--- src/hdl/cooc_pkg.sv ---
`default_nettype none

package cooc_pkg;

	localparam int HASH_BITS_DEF = 256;
	localparam int WORD_W        = 64;
	localparam int NUM_WORDS     = 4;
	localparam int FIELD_POS_W   = 8;
	localparam int COUNT_W       = 8;
	localparam int TDATA_W       = NUM_WORDS * WORD_W + 2 * FIELD_POS_W;
	localparam int TUSER_W       = 1;

	localparam logic [COUNT_W-1:0] COUNT_MAX = 8'hFF;

	localparam logic MODE_UPDATE = 1'b0;
	localparam logic MODE_QUERY  = 1'b1;

	// index unit status toward the counter stage
	typedef struct packed {
		logic valid;
		logic query;
		logic busy;
	} idx_stat_t;

	// address width, never below one bit
	function automatic int addr_w(input int n);
		return (n > 1) ? $clog2(n) : 1;
	endfunction

endpackage

`default_nettype wire

--- src/hdl/cooc_ram.sv ---
`default_nettype none

module cooc_ram #(
	parameter int WIDTH = 8,
	parameter int DEPTH = 256,
	localparam int AW = cooc_pkg::addr_w(DEPTH)
) (
	input  wire logic             clk,
	input  wire logic             we,
	input  wire logic [AW-1:0]    waddr,
	input  wire logic [WIDTH-1:0] wdata,
	input  wire logic [AW-1:0]    raddr,
	output      logic [WIDTH-1:0] rdata
);

	logic [WIDTH-1:0] mem [DEPTH];

	always_ff @(posedge clk) begin
		if (we) begin
			mem[waddr] <= wdata;
		end
		rdata <= mem[raddr];
	end

endmodule

`default_nettype wire

--- config.mk ---
export PLATFORM = sky130hd
export DESIGN_NAME = cooc_ram
export DESIGN_NICKNAME = d
export VERILOG_FILES = /design/src/hdl/cooc_pkg.sv /design/src/hdl/cooc_ram.sv
export SDC_FILE = /design/constraint.sdc
export NUM_CORES = 2
export LEC_CHECK = 0
export BUFFER_PORTS_ARGS = -buffer_cell sky130_fd_sc_hd__buf_2
export CAP_MARGIN = 20
export CORE_UTILIZATION = 60
export CTS_BUF_LIST = sky130_fd_sc_hd__clkbuf_2
export CTS_CLUSTER_DIAMETER = 80
export CTS_CLUSTER_SIZE = 24
export DETAILED_ROUTE_END_ITERATION = 8
export PLACE_DENSITY = 0.83
export SLEW_MARGIN = 20
export SYNTH_ARGS = -nofsm -noshare
export SYNTH_HDL_FRONTEND = slang
export SYNTH_SLANG_ARGS = --single-unit
--- constraint.sdc ---
create_clock -name clk -period 5.9 [get_ports clk]
set_clock_uncertainty 0.1 [all_clocks]
set_input_delay 0.295 -clock clk [delete_from_list [all_inputs] [get_ports clk]]
set_output_delay 0.295 -clock clk [all_outputs]
set_load 0.1 [all_outputs]
* Yosys cells after proc, flatten, opt, wreduce, memory -nomap -nowiden *
Memory sizes are Yosys's and may differ from the RTL's. A register that Yosys moved wholly into a read port is not among the register bits.
Index checks and enable logic that the tools add are counted.

operators by class
  $add $sub $neg = 0
  multiply operators = 0
  divide/modulo/power cells = 0
  $lt $le $gt $ge = 0
  equality and inequality tests = 0
  shifts and indexed selects = 0
  mux-type cells = 2
  bitwise operators = 0
  reductions and logical operators = 0

operators with widths
  cell     count
  $mux W1  2

word-level totals
  register bits after elaboration = 0
  bits in latches = 0
  bits in writable memories = 2048
  memory bits (read-only) = 0
  bits of input ports = 26
  word-level logic and storage cells = 3
  memories kept = 1

memories
  memory  words  bits a word  read ports  clocked after memory_dff  wr ports  RTL line        source
  mem     256    8            1           1                         1         cooc_ram.sv:16  logic [WIDTH-1:0] mem [DEPTH];

* Depth between registers and ports, before layout *
  depth after elaboration = 2
  mapped depth = 11

* Worst setup path before layout *
No wires, ideal clock.

  path type = input to register
  start point = in raddr[0]
  end point = reg rdata[2], read port of mem
  setup time = 0.131 ns
  data arrival time = 2.102 ns
  data required time = 5.669 ns
  path slack = 3.567 ns
  stages on the path = 9
  path through = buf_6 > buf_12 > buf_8 > buf_2 > mux4_2 > a22oi_1 > a21oi_1 > nor4_1 > nor4_2

RTL lines
  element             RTL line        source
  start: declaration  cooc_ram.sv:12  input wire logic [AW-1:0] raddr,
  end: declaration    cooc_ram.sv:13  output logic [WIDTH-1:0] rdata

==> results.json <==
{
  "outcome": "finished, final reports clean",
  "worstPathRequired_ns": 7.44,
  "row_count": 133,
  "ios": 34,
  "area_growth_pct": 4.92,
  "rsz0062_at_grt": "no",
  "die_area_mm2": 0.134,
  "yosys-top-cells-area": "edfxtp_1 77%, mux4_2 13%, mux2i_1 1.7%",
  "synth-seq-cells": 2056,
  "worstPathMaxFanout": 9,
  "syn_avg_cell_area_um2": 21.3,
  "htreeDepth": 3,
  "rr_startpoint": "mem[43][5]$_DFFE_PP_",
  "slew_violations": 0,
  "die_w_um": 366,
  "cts-resized-gates": 0,
  "met3_length_um": 25600,
  "timing.critical_path.from": "raddr[3]",
  "antenna_found_initial": 16,
  "cts.sinks": 2056,
  "core-area_mm2": 0.131,
  "cts_tree": "built",
  "fmax_mhz": 219,
  "cts-root-buf": "clkbuf_2",
  "clock_latency_ns": 1.79,
  "drt_pass1_iterations": 8,
  "grt_pass1_wl_um": 269000,
  "synth_top_area_share_pct": 77.3,
  "nets": 3837,
  "die_h_um": 366,
  "finalSetupViolCount": 0,
  "hold_violations": 0,
  "cts_buffers": 97,
  "overflow": 0,
  "vias_per_cell": 7.06,
  "wl_um": 187000,
  "drc": 0,
  "cp-start-kind": "input port",
  "drtIter0Drc": 6939,
  "clk_pin_slew_ns": 0.40,
  "worst_pin_slew_ns": 1.25,
  "power.total_mw": 22.6,
  "wl_met2_um": 88100,
  "synth_most_common_cell": "edfxtp_1",
  "placed_cell_area_mm2": 0.0815,
  "ys_warn_count": 0,
  "dp_worst_setup_slack_ns": 1.81,
  "synth_cell_type_count": 55,
  "post-route-min-period_ns": 4.57,
  "grt_max_degree": 201,
  "grt_pass1_vias": 38700,
  "cts_buffer_depth": 3,
  "grt_use_total_pct": 27.9,
  "synthTopCellsByCount": "2,048 x edfxtp_1, 454 x mux4_2, 282 x nor2_1, 134 x mux2i_1, 133 x a22oi_1",
  "synthesis.nets": 3759,
  "synthCells": 3733,
  "yosysSeqAreaShare_pct": 77.5,
  "p_leak_nw": 25.1,
  "worstHoldStart": "wdata[6]",
  "post_drt_wl_per_cell_um": 33.1,
  "p_per_area_mw_per_mm2": 270,
  "fin_setup_tns_ns": 0,
  "ys.flop_type": "edfxtp_1",
  "critPathCaptureType": "register",
  "fin_crit_sh_pct": 77.4,
  "synth-edff-count": 2048,
  "drv_cap": 0,
  "fin_ws_ns": 1.33,
  "drive_gt1_share_pct": 19.8,
  "design_area_mm2": 0.0835,
  "holdWs_ns": 0.134,
  "synth_area_leader_cell": "edfxtp_1",
  "dp_hpwl_um": 113000,
  "place.gp.congestion": 0.892,
  "syn_area_mm2": 0.0796,
  "final_antenna_net_count": 0,
  "min_path_type": "input port to register",
  "critPathKind": "input port to register",
  "synthArstFlopShare_pct": 0,
  "numPortBuffers": 33,
  "route.top_layer_used": "met5",
  "via_count": 39800,
  "post-cts-setup-buffers": 0,
  "cts_hold_buffers": 81,
  "start_util_pct": 60.5,
  "wl_met1_um": 65100,
  "peakVddDrop_mv": 0.242,
  "slew_headroom_pct": 16.1,
  "worst_ep_arrival_time_ns": 6.11
}
## layout by cell type, fill, tap and decap left out, drive strengths merged, types with 47 or more instances in the layout
master	instances
a21oi	96
a22oi	133
buf	131
clkbuf	143
dlygate4sd3	73
edfxtp	2048
mux2i	134
mux4	456
nor2	282
o221ai	47
## per-stage QoR
stage                     util, %  cells
after floorplan                 -   3733
final                        63.5   5634
after global placement       62.0   5385
after detailed placement     62.0   5385
after global routing         63.5   5627
after CTS                    63.4   5617
## per-layer routing
metal	vias up	track usage [%]
li1	15700	-
met1	20400	39.7
met2	3189	42.8
met3	446	6.54
met4	12	10.2
met5	-	0
## registers in the layout, indices dropped and copies added, names as in the netlist
signal and flops:
mem 2048, rdata 8
## layout make-up
| cell class | count | area (um^2) |
|---|---|---|
| clock inverters | 16 | 241 |
| multi-input cells | 1442 | 16500 |
| repair buffers | 212 | 2170 |
| well taps | 1755 | 2200 |
| fillers | 8330 | 48000 |
| diodes | 16 | 40.0 |
| flip-flops and latches | 2056 | 61700 |
| inverters | 2 | 7.51 |
| clock buffers | 135 | 676 |
## worst paths after layout
path,end,slack (ns),cells past startpoint
max reg2reg,rdata[5]$_DFF_P_,1.58,10
max,rdata[1]$_DFF_P_,1.33,13
min,mem[38][6]$_DFFE_PP_,0.13,4
min reg2reg,rdata[4]$_DFF_P_,1.07,6
## critical path, cell delays in order
cell and delay [ns]:
dlygate4sd3_1 0.51, dlygate4sd3_1 0.53, buf_2 0.25, nor2b_1 0.95, a221oi_1 0.26, o211ai_1 0.17
dlygate4sd3_1 0.57, nand3_1 0.08, dlygate4sd3_1 0.59, nor4_1 0.52, dlygate4sd3_1 0.71, nor4_1 0.06
dlygate4sd3_1 0.59
## where the power goes
group	leakage, nW	switching, mW	total, mW	internal [mW]
sequential	18.5	0.0288	16.1	16.1
combinational	5.93	1.05	1.58	0.531
clock	0.674	4.00	4.84	0.839
## kinds of logic (layout without fill, tap and decap cells)
family | Yosys count | in the layout | share of synthesized area (%)
mux | 591 | 591 | 14.6
flops | 2056 | 2056 | 77.5
simple gates | 466 | 466 | 2.63
compound gates | 385 | 385 | 3.42
buf+inv | 235 | 365 | 1.83
other cells | 0 | 16 | 0
Note: power is estimated with default switching activity, not from simulation.
