### src/hdl/cooc_pkg.sv
`default_nettype none

package cooc_pkg;

	localparam int HASH_BITS_DEF = 256;
	localparam int WORD_W        = 64;
	localparam int NUM_WORDS     = 4;
	localparam int FIELD_POS_W   = 8;
	localparam int COUNT_W       = 8;
	localparam int TDATA_W       = NUM_WORDS * WORD_W + 2 * FIELD_POS_W;
	localparam int TUSER_W       = 1;

	localparam logic [COUNT_W-1:0] COUNT_MAX = 8'hFF;

	localparam logic MODE_UPDATE = 1'b0;
	localparam logic MODE_QUERY  = 1'b1;

	// index unit status toward the counter stage
	typedef struct packed {
		logic valid;
		logic query;
		logic busy;
	} idx_stat_t;

	// address width, never below one bit
	function automatic int addr_w(input int n);
		return (n > 1) ? $clog2(n) : 1;
	endfunction

endpackage

`default_nettype wire

### src/hdl/cooc_index.sv
`default_nettype none

// Two-stage pair index: lo*(2H-lo-1)/2 + (hi-lo-1), needs lo < hi.
module cooc_index #(
	parameter int HASH_BITS = cooc_pkg::HASH_BITS_DEF,
	localparam int POS_W  = cooc_pkg::addr_w(HASH_BITS),
	localparam int DEPTH  = HASH_BITS * (HASH_BITS - 1) / 2,
	localparam int ADDR_W = cooc_pkg::addr_w(DEPTH)
) (
	input  wire logic                clk,
	input  wire logic                arst_n,
	input  wire logic                in_valid,
	input  wire logic                in_query,
	input  wire logic [POS_W-1:0]    lo,
	input  wire logic [POS_W-1:0]    hi,
	output      cooc_pkg::idx_stat_t stat,
	output      logic [ADDR_W-1:0]   addr
);

	localparam int PROD_W = $clog2(2 * HASH_BITS * HASH_BITS);

	logic [PROD_W-1:0] lo_w;
	logic [PROD_W-1:0] span;
	logic [PROD_W-1:0] prod;
	logic [PROD_W-2:0] sum;

	logic              v_s1, v_s2;
	logic              q_s1, q_s2;
	logic [PROD_W-1:0] prod_s1;
	logic [POS_W-1:0]  off_s1;
	logic [ADDR_W-1:0] addr_s2;

	assign lo_w = PROD_W'(lo);
	assign span = PROD_W'(2 * HASH_BITS - 1) - lo_w;
	assign prod = lo_w * span;

	// row base is prod/2 (prod is always even)
	assign sum = prod_s1[PROD_W-1:1] + (PROD_W-1)'(off_s1);

	always_ff @(posedge clk or negedge arst_n) begin
		if (!arst_n) begin
			v_s1 <= 1'b0;
			v_s2 <= 1'b0;
			q_s1 <= 1'b0;
			q_s2 <= 1'b0;
		end else begin
			v_s1 <= in_valid;
			v_s2 <= v_s1;
			q_s1 <= in_query;
			q_s2 <= q_s1;
		end
	end

	always_ff @(posedge clk) begin
		prod_s1 <= prod;
		off_s1  <= hi - lo - POS_W'(1);
		addr_s2 <= sum[ADDR_W-1:0];
	end

	assign stat.valid = v_s2;
	assign stat.query = q_s2;
	assign stat.busy  = v_s1 | v_s2;
	assign addr       = addr_s2;

endmodule

`default_nettype wire

### config.mk
export PLATFORM = sky130hd
export DESIGN_NAME = cooc_index
export DESIGN_NICKNAME = d
export VERILOG_FILES = /design/src/hdl/cooc_pkg.sv /design/src/hdl/cooc_index.sv
export SDC_FILE = /design/constraint.sdc
export NUM_CORES = 1
export LEC_CHECK = 0
export BUFFER_PORTS_ARGS = -buffer_cell sky130_fd_sc_hd__buf_2
export CAP_MARGIN = 20
export CORE_ASPECT_RATIO = 1.5
export CORE_MARGIN = 1.5
export CORE_UTILIZATION = 53
export DETAILED_ROUTE_END_ITERATION = 6
export PLACE_DENSITY_LB_ADDON = 0.15
export SYNTH_ARGS = -nofsm -noshare
export SYNTH_HDL_FRONTEND = slang
export SYNTH_SLANG_ARGS = --single-unit
### constraint.sdc
create_clock -name clk -period 2.4 [get_ports clk]
set_input_delay 0 -clock clk [delete_from_list [all_inputs] [get_ports clk]]
set_output_delay 0 -clock clk [all_outputs]
set_load 0.02 [all_outputs]
Word level (Yosys, flattened, before mapping) --
Index checks and enable logic that the tools add are counted.
Operators by class: $add $sub $neg 4, multiply operators 1, bitwise logic cells 1
Operators with widths (count):
- multiplier 9 x 10 -> 16 bit | 1
- adder 15 x 8 -> 15 bit | 1
- subtractor 9 x 8 -> 10 bit (first input constant) | 1
- subtractor 8 x 1 -> 8 bit (second input constant) | 1
- subtractor 8 bit | 1
- OR 1 bit | 1
Storage, ports and cells: flip-flop bits (word level) 43, bits of input ports 20, logic and storage cells 13

Depth between registers and ports, before layout --
Gate-level depths: netlist of the first run.
depth in word-level cells 2, mapped depth 18

Worst setup path before layout of the first run --
No wires, ideal clock.
kind input to register, start point in lo[2], end point reg prod_s1[12], setup time 72 ps, data arrival time 3727 ps, required time 2328 ps, path slack -1399 ps, stages on the path 15, cells stage by stage clkbuf_1 inv_1 nor2_1 fa_1 fa_1 inv_1 fa_1 fa_1 inv_1 ha_1 and2_1 a311oi_1 o21ai_1 a21oi_1 xnor2_1
On the way: longest elaborated chain between the ends 2
Ends and longest elaborated chain:
- start, declared | line cooc_index.sv:14 | input wire logic [POS_W-1:0] lo,
- subtractor 9 x 8 -> 10 bit | line cooc_index.sv:34 | assign span = PROD_W'(2 * HASH_BITS - 1) - lo_w;
- multiplier 9 x 10 -> 16 bit * | line cooc_index.sv:35 | assign prod = lo_w * span;
- net prod[12] | line cooc_index.sv:24 | logic [PROD_W-1:0] prod;
- end signal, assigned | line cooc_index.sv:55 | prod_s1 <= prod;
- end, declared | line cooc_index.sv:29 | logic [PROD_W-1:0] prod_s1;
The timed path passes the listed nets; every way through them passes the cells marked *.

Worst setup path in the final report of the first run --
start point in lo[2], end point reg prod_s1[14]
The elaborated chain is that of the path after synthesis.

==> results of run 1 <==
## through the flow
step	instances	setup slack [ns]	util [%]	TNS, ns	instance area [um2]
2_1_floorplan	404	-0.9009	-	-7.268	4005
3_3_place_gp	566	-1.138	66.50	-10.01	4587
3_5_place_dp	566	-1.192	66.50	-10.62	4587
4_1_cts	594	-0.7252	74.35	-5.340	5129
5_1_grt	599	-0.8770	76.31	-6.907	5264
6_report	599	-0.7669	76.31	-5.792	5264
## final cells by class
cell class / count / area share, %
inverter: 82 / 7.179
timing repair buffer: 115 / 16.90
tap: 78 / 1.854
multi-input combinational: 274 / 55.91
sequential: 42 / 16.35
clock buffer: 6 / 1.569
clock inverter: 2 / 0.2377
## state kept, by name (all words and copies together), names as in the netlist
| register | flops |
|---|---|
| v_s1 | 1 |
| off_s1 | 8 |
| prod_s1 | 15 |
| q_s2 | 1 |
| v_s2 | 1 |
| q_s1 | 1 |
| addr | 15 |
## worst register-to-register path: stages, from the launching register on
cell and delay [ns]:
dfxtp_1 0.32, ha_1 0.18, inv_1 0.06, fa_1 0.40, nor2b_1 0.19, o31a_2 0.21
o31ai_4 0.09, a211oi_1 0.30, xor2_1 0.16
## cells in the mapped netlist
master	n
inv_1	77
ha_1	66
nor2_1	47
dfxtp_1	38
fa_1	36
nand2_1	22
xnor2_1	22
a21oi_1	16
xor2_1	8
a21o_1	7
o21ai_0	7
a211oi_1	6
and2_1	5
clkinv_1	5
dfrtp_1	4
clkbuf_1	3
o21a_1	3
o21ai_1	3
o21bai_1	3
a311oi_1	2
buf_4	2
nand2b_1	2
nand4_1	2
nor2b_1	2
a2111oi_4	1
a21boi_1	1
a31oi_2	1
and3_1	1
buf_2	1
nor3_1	1
nor3b_1	1
o2111ai_1	1
o211ai_1	1
o211ai_2	1
o21ai_2	1
o31a_2	1
o31ai_4	1
o41ai_2	1
or2_1	1
or2_2	1
## timing repair
| action | 4_1_cts | 5_1_grt |
|---|---|---|
| endpoints found under the hold margin | 8 | 0 |
| gates resized for setup | 70 | 21 |
| buffers inserted | 15 | 5 |
| setup endpoints to repair | 11 | 11 |
| hold buffers | 5 | 0 |
| pin swaps | 42 | 17 |
## metal layers
| metal | share of wire [%] | vias up |
|---|---|---|
| met4 | 4.1 | 0 |
| met5 | 0 | - |
| met2 | 57 | 63 |
| li1 | - | 1514 |
| met1 | 36 | 1468 |
| met3 | 2.1 | 31 |
## report_power, final
group / switching, mW / internal, mW
registers: 0.0967 / 0.998
clock network: 0.228 / 0.231
logic: 1.84 / 1.84
## logic make-up after synthesis
group	count (synthesis)
flops	42
xor+xnor	30
compound gates	57
buf+inv	88
fa+ha+maj	102
simple gates	85
## how the worst max path moves through the flow
stage	startpoint	endpoint	depth (start not counted)	slack (ns)
2_1_floorplan	lo[1]	prod_s1[12]	15	-0.90
3_3_place_gp	lo[5]	prod_s1[12]	16	-1.14
3_5_place_dp	lo[4]	prod_s1[14]	16	-1.19
4_1_cts	lo[2]	prod_s1[10]	15	-0.73
5_1_grt	lo[3]	prod_s1[12]	16	-0.88
6_report	lo[2]	prod_s1[14]	15	-0.77
==> results.sh, run 1 <==
export IMPL_detailed_routing_iterations_pass_1=7
export IMPL_timing_critical_path_arrival_ns=3.39
export IMPL_syn_area_um2=3791
export IMPL_yosysTopAreaCell="ha_1"
export IMPL_grtUsageMet2_pct=48.81
export IMPL_endpoint_kind="flop"
export IMPL_dr_first_iter_drc_count=65
export IMPL_critPathBufInv=5
export IMPL_synthesized_area_fraction_occupied_by_ao_oa_aoi_and_oai_cells_pct=11.16
export IMPL_synth_sequential_area_ratio_pct=22.71
export IMPL_powerDensity_nw_per_um2=993.9
export IMPL_synth_nets=526
export IMPL_die_x_um=72.06
export IMPL_rr_worst_depth=8
export IMPL_clock_sink_count=42
export IMPL_post_route_cells_drive_above_1_share_pct=38.39
export IMPL_core_area_um2=6898
export IMPL_peakVddDrop_uv=512.2
export IMPL_use_met3_pct=1.692
export IMPL_violations="design-rule violations, negative setup slack"
export IMPL_final_max_slew_violation_count=0
export IMPL_fin_total_pwr_mw=5.232
export IMPL_yosys_area_share_simple_pct=9.472
export IMPL_use_met1_pct=22.04
export IMPL_h_tree_lvls=2
export IMPL_vias_per_cell=5.135
export IMPL_leakage_nw=2.626
export IMPL_crit_path_top_delay_cell="fa_1"
export IMPL_first_pass_grt_wire_length_um=14250
export IMPL_path_cells="buf_12 -> inv_8 -> nor2_4 -> fa_1 -> fa_1 -> inv_1 -> fa_1 -> fa_1 -> inv_2 -> ha_4 -> buf_4 -> a311oi_2 -> o21ai_1 -> a21oi_1 -> xnor2_1"
export IMPL_synth_area_top_cells="ha_1, dfxtp_1, fa_1, inv_1, xnor2_1"
export IMPL_detail_route_wl_per_cell_um=14.03
export IMPL_worst_r2r_endpoint="addr[14]"
export IMPL_port_buffer_count=37
export IMPL_grt_pass1_vias=3425
export IMPL_finalWorstPathRequiredPeriod_ns=3.167
export IMPL_hold_worst_slack_ns=0.04749
export IMPL_multi_input_comb_area_um2=2943
export IMPL_place_congestion=0.8243
export IMPL_worstSkewPairLatency_ns=0.29
export IMPL_clock_path_buffers=2
export IMPL_dieArea_um2=7680
export IMPL_grt_overflow_total=0
export IMPL_clock_root_buffer="clkbuf_8"
export IMPL_tightest_slew_ns=0.3644
export IMPL_ios=38
export IMPL_kind_of_path_behind_the_tightest_hold_check="in -> async"
export IMPL_xor_xnor_fraction_of_synth_area_pct=6.931
export IMPL_postRouteAntennaNets=0
export IMPL_final_hold_viol_count=0
export IMPL_initial_antenna_violation_count=0
export IMPL_cts_tree="built"
export IMPL_filler_cell_count=468
export IMPL_clk_transition_reported_paths_ns=0.07
export IMPL_antenna_cells_inserted=0
export IMPL_yosysUniqueCellTypes=40
export IMPL_synth_area_mux_share_pct=0
export IMPL_synth_avg_cell_area_um2=9.384
export IMPL_grt_start_max_net_pins=14
export IMPL_synth_top_family_by_area="adder cells"
export IMPL_cts_made_buffers=5
export IMPL_critPathTopFamily="adder cells"
export IMPL_globalRoute_busiestLayer="met2"
export IMPL_initial_core_util_pct=54.96
export IMPL_layout_worst_path_cycle_share_pct=132.0
export IMPL_maxClockFrequency_ghz=0.3158
export IMPL_cap_viol_max_count=0
export IMPL_r2r_slack_ns=0.43
export IMPL_detailroute_via_count=3076
export IMPL_yosys_area_top_type_share_pct=21.78
export IMPL_critical_path_max_stage_delay_ns=0.54
export IMPL_routed_wirelength_um=8404
export IMPL_slew_headroom_pct=75.71
export IMPL_yosysWarningCount=0
export IMPL_gr_usage_all_layers_pct=23.70
export IMPL_critical_path_peak_fanout=7
export IMPL_crit_reg2reg_launch="prod_s1[1]"
export IMPL_die_height_um=106.6
export IMPL_finalWorstSetupSlack_ns=-0.7669
export IMPL_floorplan_rows=37
export IMPL_layout_nets=642
export IMPL_worst_setup_path_type="in -> reg"
export IMPL_combined_flip_flop_and_latch_cell_area_um2=860.8
export IMPL_timing_critical_path_mode_cell="fa_1"
export IMPL_required_ns=2.62
export IMPL_critical_path_startpoint_type="input pin"
export IMPL_drt_drc_violations_left=1
export IMPL_fin_skew_ns=0.004151
export IMPL_area_delta_synth_final_pct=38.84
export IMPL_place_hpwl_um=6433
export IMPL_synthAdderAreaFrac_pct=40.79
export IMPL_mostFrequentLayoutCells="buf_4, inv_1, ha_1"
export IMPL_synth_ff_latch_count=42
export IMPL_most_common_cell_after_layout_fill_and_taps_aside="buf_4"
export IMPL_final_setup_viol_count=10
export IMPL_unrepaired_setup_endpoints_after_global_routing="yes"
export IMPL_status="complete, but fails checks"
export IMPL_syn_instance_count=404
(Power assumes the default switching activity.)
==> run 2: changes to the inputs <==
CORE_UTILIZATION = 55   (was 53)
GPL_ROUTABILITY_DRIVEN = 0   (was not set)
REMOVE_ABC_BUFFERS = 1   (was not set)
==> run 2 against run 1 <==
Net effect:
- the flow finishes with violations (negative setup slack)
- via count grew 3.3%
- clock power is 15% higher
- cell area is 1.4% higher
- power grew 4.5%
- global-route usage rose by 1.6 points
- combinational power grew 4%
- critical path depth up 3
- first-iteration DRC count is 6.2% higher
- critical endpoint is now prod_s1[10]
- highest routed layer unchanged
==> results.sh, run 2 (synthesized netlist as in run 1, its figures left out) <==
export IMPL_dr_first_iter_drc_count=69
export IMPL_finalWorstPathRequiredPeriod_ns=3.238
export IMPL_dieArea_um2=7410
export IMPL_port_buffer_count=37
export IMPL_swShare_pct=42.12
export IMPL_detailed_routing_iterations_pass_1=4
export IMPL_antenna_cells_inserted=0
export IMPL_clock_root_buffer="clkbuf_8"
export IMPL_timing_critical_path_arrival_ns=3.41
export IMPL_initial_core_util_pct=57.65
export IMPL_final_hold_viol_count=0
export IMPL_p_sw_mw=2.302
export IMPL_placed_area_um2=4423
export IMPL_endpoint_kind="flop"
export IMPL_hold_worst_slack_ns=0.06331
export IMPL_unrepaired_setup_endpoints_after_global_routing="yes"
export IMPL_required_ns=2.57
export IMPL_critical_path_peak_fanout=4
export IMPL_r2r_slack_ns=0.45
export IMPL_critical_path_startpoint_type="input pin"
export IMPL_slew_headroom_pct=76.85
export IMPL_final_max_slew_violation_count=0
export IMPL_tightest_slew_ns=0.3473
export IMPL_place_hpwl_um=6367
export IMPL_layout_worst_path_cycle_share_pct=134.9
export IMPL_status="complete, but fails checks"
export IMPL_postRouteAntennaNets=0
export IMPL_powerDensity_nw_per_um2=1024
export IMPL_power_share_combinational_pct=70.3
export IMPL_power_internal_mw=3.164
export IMPL_area_delta_synth_final_pct=40.76
export IMPL_post_route_util_pct=81.15
export IMPL_final_area_um2=5336
export IMPL_multi_input_comb_area_um2=2984
export IMPL_floorplan_rows=36
export IMPL_cts_made_buffers=5
export IMPL_layout_nets=641
export IMPL_worst_setup_path_type="in -> reg"
export IMPL_combined_flip_flop_and_latch_cell_area_um2=860.8
export IMPL_h_tree_lvls=2
export IMPL_maxClockFrequency_ghz=0.3088
export IMPL_violations="negative setup slack"
export IMPL_clock_power_share_pct=9.7
export IMPL_initial_antenna_violation_count=0
export IMPL_drt_drc_violations_left=0
export IMPL_grt_pass1_vias=3491
export IMPL_fin_skew_ns=0.006148
export IMPL_final_setup_viol_count=11
export IMPL_worst_r2r_endpoint="addr[14]"
export IMPL_vias_per_cell=5.331
export IMPL_finalWorstSetupSlack_ns=-0.8384
export IMPL_peakVddDrop_uv=536.6
export IMPL_die_x_um=70.79
export IMPL_grt_start_max_net_pins=13
export IMPL_clk_transition_reported_paths_ns=0.07
export IMPL_grt_overflow_total=0
export IMPL_die_height_um=104.7
export IMPL_post_place_ws_ns=-1.579
export IMPL_mostFrequentLayoutCells="inv_1, ha_1, buf_4"
export IMPL_crit_reg2reg_launch="prod_s1[1]"
export IMPL_clock_sink_count=42
export IMPL_filler_cell_count=383
export IMPL_most_common_cell_after_layout_fill_and_taps_aside="inv_1"
export IMPL_worstSkewPairLatency_ns=0.28
export IMPL_detail_route_wl_per_cell_um=15.72
export IMPL_cap_viol_max_count=0
export IMPL_clock_path_buffers=2
export IMPL_core_area_um2=6576
export IMPL_rr_worst_depth=8
export IMPL_detailroute_via_count=3177
export IMPL_ios=38
export IMPL_first_pass_grt_wire_length_um=14840
export IMPL_kind_of_path_behind_the_tightest_hold_check="in -> async"
export IMPL_cts_tree="built"
export IMPL_post_route_cells_drive_above_1_share_pct=40.00
export IMPL_power_share_sequential_pct=20.0
export IMPL_leakage_nw=2.632
export IMPL_routed_wirelength_um=9368
export IMPL_gr_usage_all_layers_pct=25.32
[run 2: cell count changes in the layout (fill, tap and decap cells not counted), moves of 3 or more]
cell,change
ha_1,-3
inv_1,-8
buf_4,-18
buf_8,+3
inv_2,+8
buf_6,+15
[run 2: critical path, cell delays in order]
cell and delay, ns:
buf_8 0.10, buf_6 0.11, ha_4 0.25, inv_2 0.03, ha_2 0.17, a21o_1 0.19
ha_4 0.25, ha_4 0.26, inv_2 0.03, fa_1 0.47, inv_1 0.04, ha_2 0.20
fa_2 0.40, a21o_1 0.26, a311oi_2 0.27, buf_4 0.16, o21bai_1 0.08, xor2_1 0.14
[run 2: worst max path at each step]
| stage | from | to | slack, ns | cells past startpoint |
|---|---|---|---|---|
| final | lo[2] | prod_s1[10] | -0.84 | 18 |
| after global routing | lo[5] | prod_s1[9] | -0.90 | 18 |
| after CTS | lo[2] | prod_s1[12] | -0.81 | 18 |
| after detailed placement | lo[6] | prod_s1[13] | -1.58 | 16 |
| after global placement | lo[6] | prod_s1[12] | -1.42 | 15 |
| after floorplan | lo[4] | prod_s1[12] | -1.14 | 15 |
[run 2: routing by layer]
metal | GRT usage [%] | up-vias | wire [um]
met3 | 2.507 | 50 | 190
met5 | 0 | - | 0
met1 | 23.63 | 1530 | 3208
li1 | - | 1513 | -
met2 | 49.67 | 84 | 5406
met4 | 16.31 | 0 | 563
[run 2: through the flow]
step / std cells / TNS [ns] / power, mW
final: 596 / -6.901 / 5.466
after global routing: 596 / -7.735 / 5.859
after CTS: 593 / -6.172 / 4.981
after detailed placement: 562 / -13.94 / 3.864
after global placement: 562 / -12.90 / 3.775
after floorplan: 398 / -9.510 / 3.023
[run 2: area by class of cell]
| type | count | area share (%) |
|---|---|---|
| timing repair buffer | 114 | 17.49 |
| clock buffer | 7 | 1.430 |
| sequential | 42 | 16.13 |
| clock inverter | 1 | 0.5627 |
| multi-input combinational | 274 | 55.92 |
| tap | 76 | 1.782 |
| inverter | 82 | 6.682 |
[run 2: power by group through the flow]
stage          Clock (mW)  Sequential (mW)  Combinational [mW]
6_report            0.528             1.09                3.84
5_1_grt             0.569             1.13                4.16
2_1_floorplan           0             1.27                1.75
3_3_place_gp            0             1.10                2.67
4_1_cts             0.534             1.10                3.35
3_5_place_dp            0             1.11                2.75
[run 2: timing repair]
item                       4_1_cts  5_1_grt
hold buffers                     5        0
setup endpoints to repair       11       11
hold endpoints to repair         8        0
buffers inserted                18        3
pin swaps                       60       28
gates resized for setup        117       42
